$ cat config.mk
export PLATFORM = sky130hd
export DESIGN_NAME = ps2_mouse_packet_tracker_flat
export DESIGN_NICKNAME = d
export VERILOG_FILES = /design/src/design/ps2mt_pkg.sv /design/src/design/ps2mt_if.sv /design/src/design/ps2_mouse_packet_tracker.sv /design/src/design/ps2mt_cfg.sv /design/src/design/ps2mt_framer.sv /design/src/design/ps2mt_clamp.sv /design/src/flat_wrapper.sv
export SDC_FILE = /design/constraint.sdc
export NUM_CORES = 1
export LEC_CHECK = 0
export BUFFER_PORTS_ARGS = -buffer_cell sky130_fd_sc_hd__buf_2
export CAP_MARGIN = 10
export CORE_ASPECT_RATIO = 1.1
export CORE_UTILIZATION = 35
export CTS_BUF_LIST = sky130_fd_sc_hd__clkbuf_8 sky130_fd_sc_hd__clkbuf_16
export DETAILED_ROUTE_END_ITERATION = 6
export PLACE_DENSITY = 0.51
export SYNTH_ARGS = -nofsm -noshare
export SYNTH_HDL_FRONTEND = slang
export SYNTH_HIERARCHICAL = 1
export SYNTH_SLANG_ARGS = --single-unit
export TNS_END_PERCENT = 5
$ cat constraint.sdc
create_clock -name clk -period 7.7 [get_ports clk]
set_input_delay 0.77 -clock clk [delete_from_list [all_inputs] [get_ports clk]]
set_output_delay 0.77 -clock clk [all_outputs]
set_load 0.005 [all_outputs]
$ cat src/design/ps2mt_pkg.sv
// ----------------------------------------------------------------------------
// ps2mt_pkg
// Types and constants shared by the PS/2 mouse packet tracker.
// ----------------------------------------------------------------------------
`timescale 1ns / 1ps
`default_nettype none

package ps2mt_pkg;

  localparam int RX_W    = 8;
  localparam int EXT_W   = 12;
  localparam int POS_W   = 13;
  localparam int CIDX_W  = 8;
  localparam int CALC_W  = 15;

  localparam int SYNC_BIT  = 3;
  localparam int XSIGN_BIT = 4;
  localparam int YSIGN_BIT = 5;

  localparam logic [CIDX_W-1:0] REG_HALF_WIDTH  = 8'd0;
  localparam logic [CIDX_W-1:0] REG_HALF_HEIGHT = 8'd1;

  localparam logic [EXT_W-1:0] HALF_WIDTH_RST  = 12'd512;
  localparam logic [EXT_W-1:0] HALF_HEIGHT_RST = 12'd384;

  typedef struct packed {
    logic            x_neg;
    logic            y_neg;
    logic [RX_W-1:0] dx;
    logic [RX_W-1:0] dy;
  } pkt_t;

  typedef struct packed {
    logic [EXT_W-1:0] half_width;
    logic [EXT_W-1:0] half_height;
  } extent_t;

endpackage

`default_nettype wire

$ cat src/design/ps2mt_if.sv
// ----------------------------------------------------------------------------
// ps2mt_if
// Valid/ready channels of the tracker: received bytes, positions, config.
// ----------------------------------------------------------------------------
`timescale 1ns / 1ps
`default_nettype none

interface ps2mt_rx_if;
  logic       valid;
  logic       ready;
  logic [7:0] rx_byte;
  modport source (output valid, output rx_byte, input ready);
  modport sink   (input valid, input rx_byte, output ready);
endinterface

interface ps2mt_pos_if;
  logic              valid;
  logic              ready;
  logic signed [12:0] pos_x;
  logic signed [12:0] pos_y;
  modport source (output valid, output pos_x, output pos_y, input ready);
  modport sink   (input valid, input pos_x, input pos_y, output ready);
endinterface

interface ps2mt_cfg_if;
  logic        valid;
  logic        ready;
  logic [7:0]  index;
  logic [11:0] data;
  modport source (output valid, output index, output data, input ready);
  modport sink   (input valid, input index, input data, output ready);
endinterface

`default_nettype wire

$ cat src/design/ps2_mouse_packet_tracker.sv
// ----------------------------------------------------------------------------
// ps2_mouse_packet_tracker
// Frames PS/2 mouse bytes into packets and tracks a clamped cursor position.
//
//   channel  role    payload
//   rx       sink    rx_byte[7:0]
//   pos      source  pos_x[12:0] signed, pos_y[12:0] signed
//   cfg      sink    index[7:0], data[11:0]  (0 half_width, 1 half_height)
//
// One byte is taken every cycle while rx is ready; a completed packet shows its
// position via the packet and result registers once its third byte is taken.
// Reset clears framing, cursor to zero and extents to 512 by 384.
// A stalled result holds; rx keeps flowing until the packet register is full.
// ----------------------------------------------------------------------------
`timescale 1ns / 1ps
`default_nettype none

module ps2_mouse_packet_tracker import ps2mt_pkg::*; #(
  parameter int CURSOR_W = 8,
  parameter int CURSOR_H = 8
) (
  input  wire logic   clk,
  input  wire logic   rst,
  ps2mt_rx_if.sink    rx,
  ps2mt_pos_if.source pos,
  ps2mt_cfg_if.sink   cfg
);

  extent_t extent;
  pkt_t    pkt;
  logic    pkt_valid;
  logic    pkt_ready;

  ps2mt_cfg u_cfg (
    .clk    (clk),
    .rst    (rst),
    .cfg    (cfg),
    .extent (extent)
  );

  ps2mt_framer u_framer (
    .clk       (clk),
    .rst       (rst),
    .rx        (rx),
    .pkt_valid (pkt_valid),
    .pkt_ready (pkt_ready),
    .pkt       (pkt)
  );

  ps2mt_clamp #(
    .CURSOR_W (CURSOR_W),
    .CURSOR_H (CURSOR_H)
  ) u_clamp (
    .clk       (clk),
    .rst       (rst),
    .pkt_valid (pkt_valid),
    .pkt_ready (pkt_ready),
    .pkt       (pkt),
    .extent    (extent),
    .pos       (pos)
  );

endmodule

`default_nettype wire

$ cat src/design/ps2mt_cfg.sv
// ----------------------------------------------------------------------------
// ps2mt_cfg
// Screen half-extent registers written through the configuration channel.
// ----------------------------------------------------------------------------
`timescale 1ns / 1ps
`default_nettype none

module ps2mt_cfg import ps2mt_pkg::*; (
  input  wire logic  clk,
  input  wire logic  rst,
  ps2mt_cfg_if.sink  cfg,
  output extent_t    extent
);

  assign cfg.ready = 1'b1;

  always_ff @(posedge clk) begin
    if (rst) begin
      extent.half_width  <= HALF_WIDTH_RST;
      extent.half_height <= HALF_HEIGHT_RST;
    end else if (cfg.valid) begin
      case (cfg.index)
        REG_HALF_WIDTH:  extent.half_width  <= cfg.data;
        REG_HALF_HEIGHT: extent.half_height <= cfg.data;
        default: ;
      endcase
    end
  end

endmodule

`default_nettype wire

$ cat src/design/ps2mt_framer.sv
// ----------------------------------------------------------------------------
// ps2mt_framer
// Frames received bytes into three-byte packets and registers each packet.
// ----------------------------------------------------------------------------
`timescale 1ns / 1ps
`default_nettype none

module ps2mt_framer import ps2mt_pkg::*; (
  input  wire logic  clk,
  input  wire logic  rst,
  ps2mt_rx_if.sink   rx,
  output logic       pkt_valid,
  input  wire logic  pkt_ready,
  output pkt_t       pkt
);

  localparam logic [1:0] PH_FIRST = 2'd0;
  localparam logic [1:0] PH_X     = 2'd1;
  localparam logic [1:0] PH_Y     = 2'd2;

  logic [1:0]      phase;
  logic [RX_W-1:0] flags_byte;
  logic [RX_W-1:0] dx_byte;
  logic            accept;

  assign rx.ready = !pkt_valid || pkt_ready;
  assign accept   = rx.valid && rx.ready;

  always_ff @(posedge clk) begin
    if (rst) begin
      phase     <= PH_FIRST;
      pkt_valid <= 1'b0;
    end else begin
      if (pkt_ready) pkt_valid <= 1'b0;
      if (accept) begin
        case (phase)
          PH_X: begin
            phase <= PH_Y;
          end
          PH_Y: begin
            phase     <= PH_FIRST;
            pkt_valid <= 1'b1;
          end
          default: begin
            phase <= rx.rx_byte[SYNC_BIT] ? PH_X : PH_FIRST;
          end
        endcase
      end
    end
  end

  always_ff @(posedge clk) begin
    if (accept) begin
      case (phase)
        PH_X: dx_byte <= rx.rx_byte;
        PH_Y: begin
          pkt.x_neg <= flags_byte[XSIGN_BIT];
          pkt.y_neg <= flags_byte[YSIGN_BIT];
          pkt.dx    <= dx_byte;
          pkt.dy    <= rx.rx_byte;
        end
        default: flags_byte <= rx.rx_byte;
      endcase
    end
  end

endmodule

`default_nettype wire

$ cat src/design/ps2mt_clamp.sv
// ----------------------------------------------------------------------------
// ps2mt_clamp
// Adds packet movement to the cursor, clamps to the screen and holds result.
// ----------------------------------------------------------------------------
`timescale 1ns / 1ps
`default_nettype none

module ps2mt_clamp import ps2mt_pkg::*; #(
  parameter int CURSOR_W = 8,
  parameter int CURSOR_H = 8
) (
  input  wire logic   clk,
  input  wire logic   rst,
  input  wire logic   pkt_valid,
  output logic        pkt_ready,
  input  wire pkt_t   pkt,
  input  wire extent_t extent,
  ps2mt_pos_if.source pos
);

  localparam logic signed [CALC_W-1:0] CUR_W = CALC_W'(CURSOR_W);
  localparam logic signed [CALC_W-1:0] CUR_H = CALC_W'(CURSOR_H);

  logic signed [POS_W-1:0]  cur_x;
  logic signed [POS_W-1:0]  cur_y;
  logic                     out_valid;
  logic                     take;
  logic signed [CALC_W-1:0] hw;
  logic signed [CALC_W-1:0] hh;
  logic signed [CALC_W-1:0] nx;
  logic signed [CALC_W-1:0] ny;
  logic signed [CALC_W-1:0] nx_lo;
  logic signed [CALC_W-1:0] ny_hi;
  logic signed [CALC_W-1:0] x_next;
  logic signed [CALC_W-1:0] y_next;

  assign pkt_ready = !out_valid || pos.ready;
  assign take      = pkt_valid && pkt_ready;

  always_comb begin
    hw = CALC_W'({1'b0, extent.half_width});
    hh = CALC_W'({1'b0, extent.half_height});
    nx = CALC_W'(cur_x) + {{(CALC_W-RX_W){pkt.x_neg}}, pkt.dx};
    ny = CALC_W'(cur_y) + {{(CALC_W-RX_W){pkt.y_neg}}, pkt.dy};
    nx_lo  = (nx < -hw) ? -hw : nx;
    x_next = (nx_lo > hw - CUR_W) ? hw - CUR_W : nx_lo;
    ny_hi  = (ny > hh) ? hh : ny;
    y_next = (ny_hi < CUR_H - hh) ? CUR_H - hh : ny_hi;
  end

  always_ff @(posedge clk) begin
    if (rst) begin
      cur_x     <= '0;
      cur_y     <= '0;
      out_valid <= 1'b0;
    end else begin
      if (pos.ready) out_valid <= 1'b0;
      if (take) begin
        cur_x     <= x_next[POS_W-1:0];
        cur_y     <= y_next[POS_W-1:0];
        out_valid <= 1'b1;
      end
    end
  end

  assign pos.valid = out_valid;
  assign pos.pos_x = cur_x;
  assign pos.pos_y = cur_y;

endmodule

`default_nettype wire
$ cat src/flat_wrapper.sv
// flat-port wrapper written by rule: the top's interface ports become plain ports
module ps2_mouse_packet_tracker_flat import ps2mt_pkg::*;
#(
  parameter int CURSOR_W = 8,
  parameter int CURSOR_H = 8
)
  (clk, rst, rx_valid, rx_rx_byte, rx_ready, pos_valid, pos_pos_x, pos_pos_y, pos_ready, cfg_valid, cfg_index, cfg_data, cfg_ready);
  ps2mt_rx_if rx_i ();
  ps2mt_pos_if pos_i ();
  ps2mt_cfg_if cfg_i ();
  input  wire logic clk;
  input  wire logic rst;
  input wire logic [$bits(rx_i.valid)-1:0] rx_valid;
  input wire logic [$bits(rx_i.rx_byte)-1:0] rx_rx_byte;
  output wire logic [$bits(rx_i.ready)-1:0] rx_ready;
  output wire logic [$bits(pos_i.valid)-1:0] pos_valid;
  output wire logic [$bits(pos_i.pos_x)-1:0] pos_pos_x;
  output wire logic [$bits(pos_i.pos_y)-1:0] pos_pos_y;
  input wire logic [$bits(pos_i.ready)-1:0] pos_ready;
  input wire logic [$bits(cfg_i.valid)-1:0] cfg_valid;
  input wire logic [$bits(cfg_i.index)-1:0] cfg_index;
  input wire logic [$bits(cfg_i.data)-1:0] cfg_data;
  output wire logic [$bits(cfg_i.ready)-1:0] cfg_ready;
  assign rx_i.valid = rx_valid;
  assign rx_i.rx_byte = rx_rx_byte;
  assign rx_ready = rx_i.ready;
  assign pos_valid = pos_i.valid;
  assign pos_pos_x = pos_i.pos_x;
  assign pos_pos_y = pos_i.pos_y;
  assign pos_i.ready = pos_ready;
  assign cfg_i.valid = cfg_valid;
  assign cfg_i.index = cfg_index;
  assign cfg_i.data = cfg_data;
  assign cfg_ready = cfg_i.ready;
  ps2_mouse_packet_tracker #(.CURSOR_W(CURSOR_W), .CURSOR_H(CURSOR_H)) u_core (.clk(clk), .rst(rst), .rx(rx_i), .pos(pos_i), .cfg(cfg_i));
endmodule
==> metrics <==
grt ovf=0; setup tns final=0 ns; first-pass GRT wire length=30.68 mm; Final nets=949; flops & latches, synth=82; setup violators final=0; RD Place Congestion=0.8862; Inserted Clock Buffers=9; clk sink count=82; post-place instance area=0.007393 sq mm; Slew Viols, Final=0; # diodes=0; WL per Instance=17.58 um; DRC viols=0; Worst path max stage delay=0.46 ns; P_leak=0.003178 uW; CP endpoint kind=register; crit path launch type=register; Final period util=0.8431; post-CTS sizing=0; # port buffers=60; Main synth FF type=dfxtp_1; area occupied by multi-input gates=0.004602 sq mm; clk slew on worst S/H paths=0.06 ns; TritonCTS clock tree=done; fillcell total=1,998; H-tree depth=3; die width=135.9 um; postcts setup bufs=0; Initial DRC Count=368; DRT antenna net count=0; number of buffer and inverter stages on the critical path=3; Async SR Flop Fraction=0; pin count of the biggest net entering global routing=49; DP HPWL=15.21 mm; share of layout cells above drive strength 1=0.1439; cell count after synthesis=780; number of I/O pins=62; syn_nets=900; slowest stage cell, crit path=a2111oi_0; min cycle time layout=6.492 ns; number of global-route vias before repair=5,921; Worst Hold Depth=0; worst-case clock skew=0.006643 ns; Distinct cells, synth=83; Core Region=0.01923 sq mm; Arr. time, crit path=6.73 ns; Pre-antenna DRT Iters=5; Worst path depth=23; max-cap violations=0; initial antenna violation count=0; Worst IR Drop VDD=96.95 uV; Starting Density=0.3589; worst slew pin tran=1.007 ns; via count of the routed design=5,888; clock root buffer master=clkbuf_16; row cnt=53; Storage cell area=0.001922 sq mm; Power Density=126.4 mW/mm^2; DIE AREA=0.02029 sq mm; Area Growth Syn to Fin=11.42%; register area share after synthesis=0.2785; worst path cell trace=ha_1 > o21ai_0 > o21a_1 > nor4b_1 > o221ai_1 > o21ai_0 > nor2b_1 > inv_1 > ha_1 > inv_1 > a2111oi_0 > o211ai_2 > and2_1 > nor3_1 > a21oi_1 > ha_1 > inv_1 > or3_1 > a211oi_1 > a21boi_0 > a41o_1 > a211o_1 > a32o_1; Rel. slew slack=0.3249; fin area=0.007690 sq mm; Req. time, crit path=7.93 ns; clock tree buffer depth=2; Highest Clock Rate=154.0 MHz; final hold vios=0; status=completed; unrepaired setup endpoints after global routing=false; GR Util All Layers=0.1980; Final Core Density=0.3999; synth warn=6; Setup CP Type=reg2reg; worst-path maximum fanout=15; syn avg cell area=8.848 sq um; Post-synth EDFFs=28; worst skew pair latency=0.34 ns; Die Ht=149.3 um; WL final=19.01 mm; Vias/cell=5.447; R2R depth=23; CP top delay family=compound AO/OA/AOI/OAI gates; worst hold path class=reg2reg; hold buffer count at cts=0; Synth Cell Area=0.006902 sq mm
## path summary, 6_finish.rpt
check | end | startpoint | slack, ns
setup / recovery | u_core/u_clamp/pos.pos_x[8] | u_core/u_framer/pkt[11] | 1.21
setup reg to reg | u_core/u_clamp/pos.pos_x[8] | u_core/u_framer/pkt[11] | 1.21
hold reg to reg | u_core/u_framer/pkt[15] | u_core/u_framer/dx_byte[7] | 0.42
hold / removal | u_core/u_framer/pkt[15] | u_core/u_framer/dx_byte[7] | 0.42
## cells in the mapped netlist (25+ instances only)
master | instances | share of area
o21ai_0 | 42 | 0.030
nand3_1 | 36 | 0.026
nor2_1 | 57 | 0.031
ha_1 | 85 | 0.15
a21oi_1 | 54 | 0.039
nand2_1 | 30 | 0.016
nand2b_1 | 34 | 0.031
mux2i_1 | 25 | 0.036
edfxtp_1 | 28 | 0.12
dfxtp_1 | 54 | 0.16
xnor2_1 | 27 | 0.034
inv_1 | 59 | 0.032
## area by class of cell
| type | count | area share |
|---|---|---|
| sequential | 82 | 0.2499 |
| timing repair buffer | 64 | 0.04295 |
| multi-input combinational | 612 | 0.5984 |
| clock inverter | 7 | 0.009274 |
| clock buffer | 9 | 0.02929 |
| tap | 247 | 0.04019 |
| inverter | 60 | 0.02994 |
## registers in the layout, indices dropped and copies added (netlist names)
register,flops
u_core/u_framer/pkt,18
u_core/u_clamp/pos.pos_y,13
u_core/u_clamp/pos.valid,1
u_core/u_framer/phase,2
u_core/u_clamp/pos.pos_x,13
u_core/u_cfg/extent,24
u_core/u_framer/flags_byte,2
u_core/u_framer/dx_byte,8
u_core/u_framer/pkt_valid,1
## stage by stage
step / cells / total power [uW] / hold slack [ns] / worst slack (ns)
6_report: 1081 / 972.3 / 0.4208 / 1.208
5_1_grt: 1081 / 1013 / 0.4338 / 0.4628
4_1_cts: 1081 / 985.5 / 0.4193 / 1.264
3_5_place_dp: 1065 / 546.4 / 0.4045 / 1.325
3_3_place_gp: 1065 / 547.1 / 0.4043 / 1.214
2_1_floorplan: 780 / 518.5 / 0.4003 / 2.220
## power by group
| part | total, uW | internal [uW] | switching [uW] |
|---|---|---|---|
| Sequential | 454 | 452 | 2.78 |
| Combinational | 82.8 | 33.2 | 49.7 |
| Clock | 435 | 251 | 184 |
| Total | 972 | 736 | 236 |
## placed cells by master (no fill, tap or decap), drive strengths merged, types with 5 or more instances in the layout
cell    synthesis  layout
dfxtp          54      54
a32o            6       6
or3            10      10
a21oi          55      55
o211ai         16      16
nand2          32      32
clkbuf         15       9
nor3           14      14
nand3          37      37
nor2           57      57
and2            5       5
o31a            5       5
mux2i          25      25
ha             85      85
nand4          15      15
edfxtp         28      28
nand2b         34      34
xor2           13      13
o31ai           8       8
o21a           11      11
a21o           14      14
nor2b          15      15
xnor2          27      27
a211oi         11      11
inv            60      62
buf            11      64
o21ai          45      45
mux2           10      10
## worst reg2reg max path, delay by kind of cell, from the launching register on
kind                       cells  cell delay (ns)
adders and majority gates      3             0.97
buffers and inverters          3             0.19
DFF                            1             0.37
and+or+nand+nor                5             1.83
AOI/OAI and AO/OA             12             3.00
## cells by family after synthesis
kind of cell,count (synthesis),synth area share
fa+ha+maj,87,0.1599
simple gates,238,0.1924
mux,35,0.05312
flops,82,0.2785
xor+xnor,40,0.05076
buf+inv,86,0.05475
compound gates,211,0.2101
other cells,1,0.0005434
## metal layers
layer	wire length, um	global-route usage	vias up
li1	-	-	2983
met1	8452	0.2404	2807
met2	9737	0.3526	74
met3	404	0.03126	24
met4	414	0.06500	0
met5	0	0	-
Note: power is estimated with default switching activity, not from simulation.
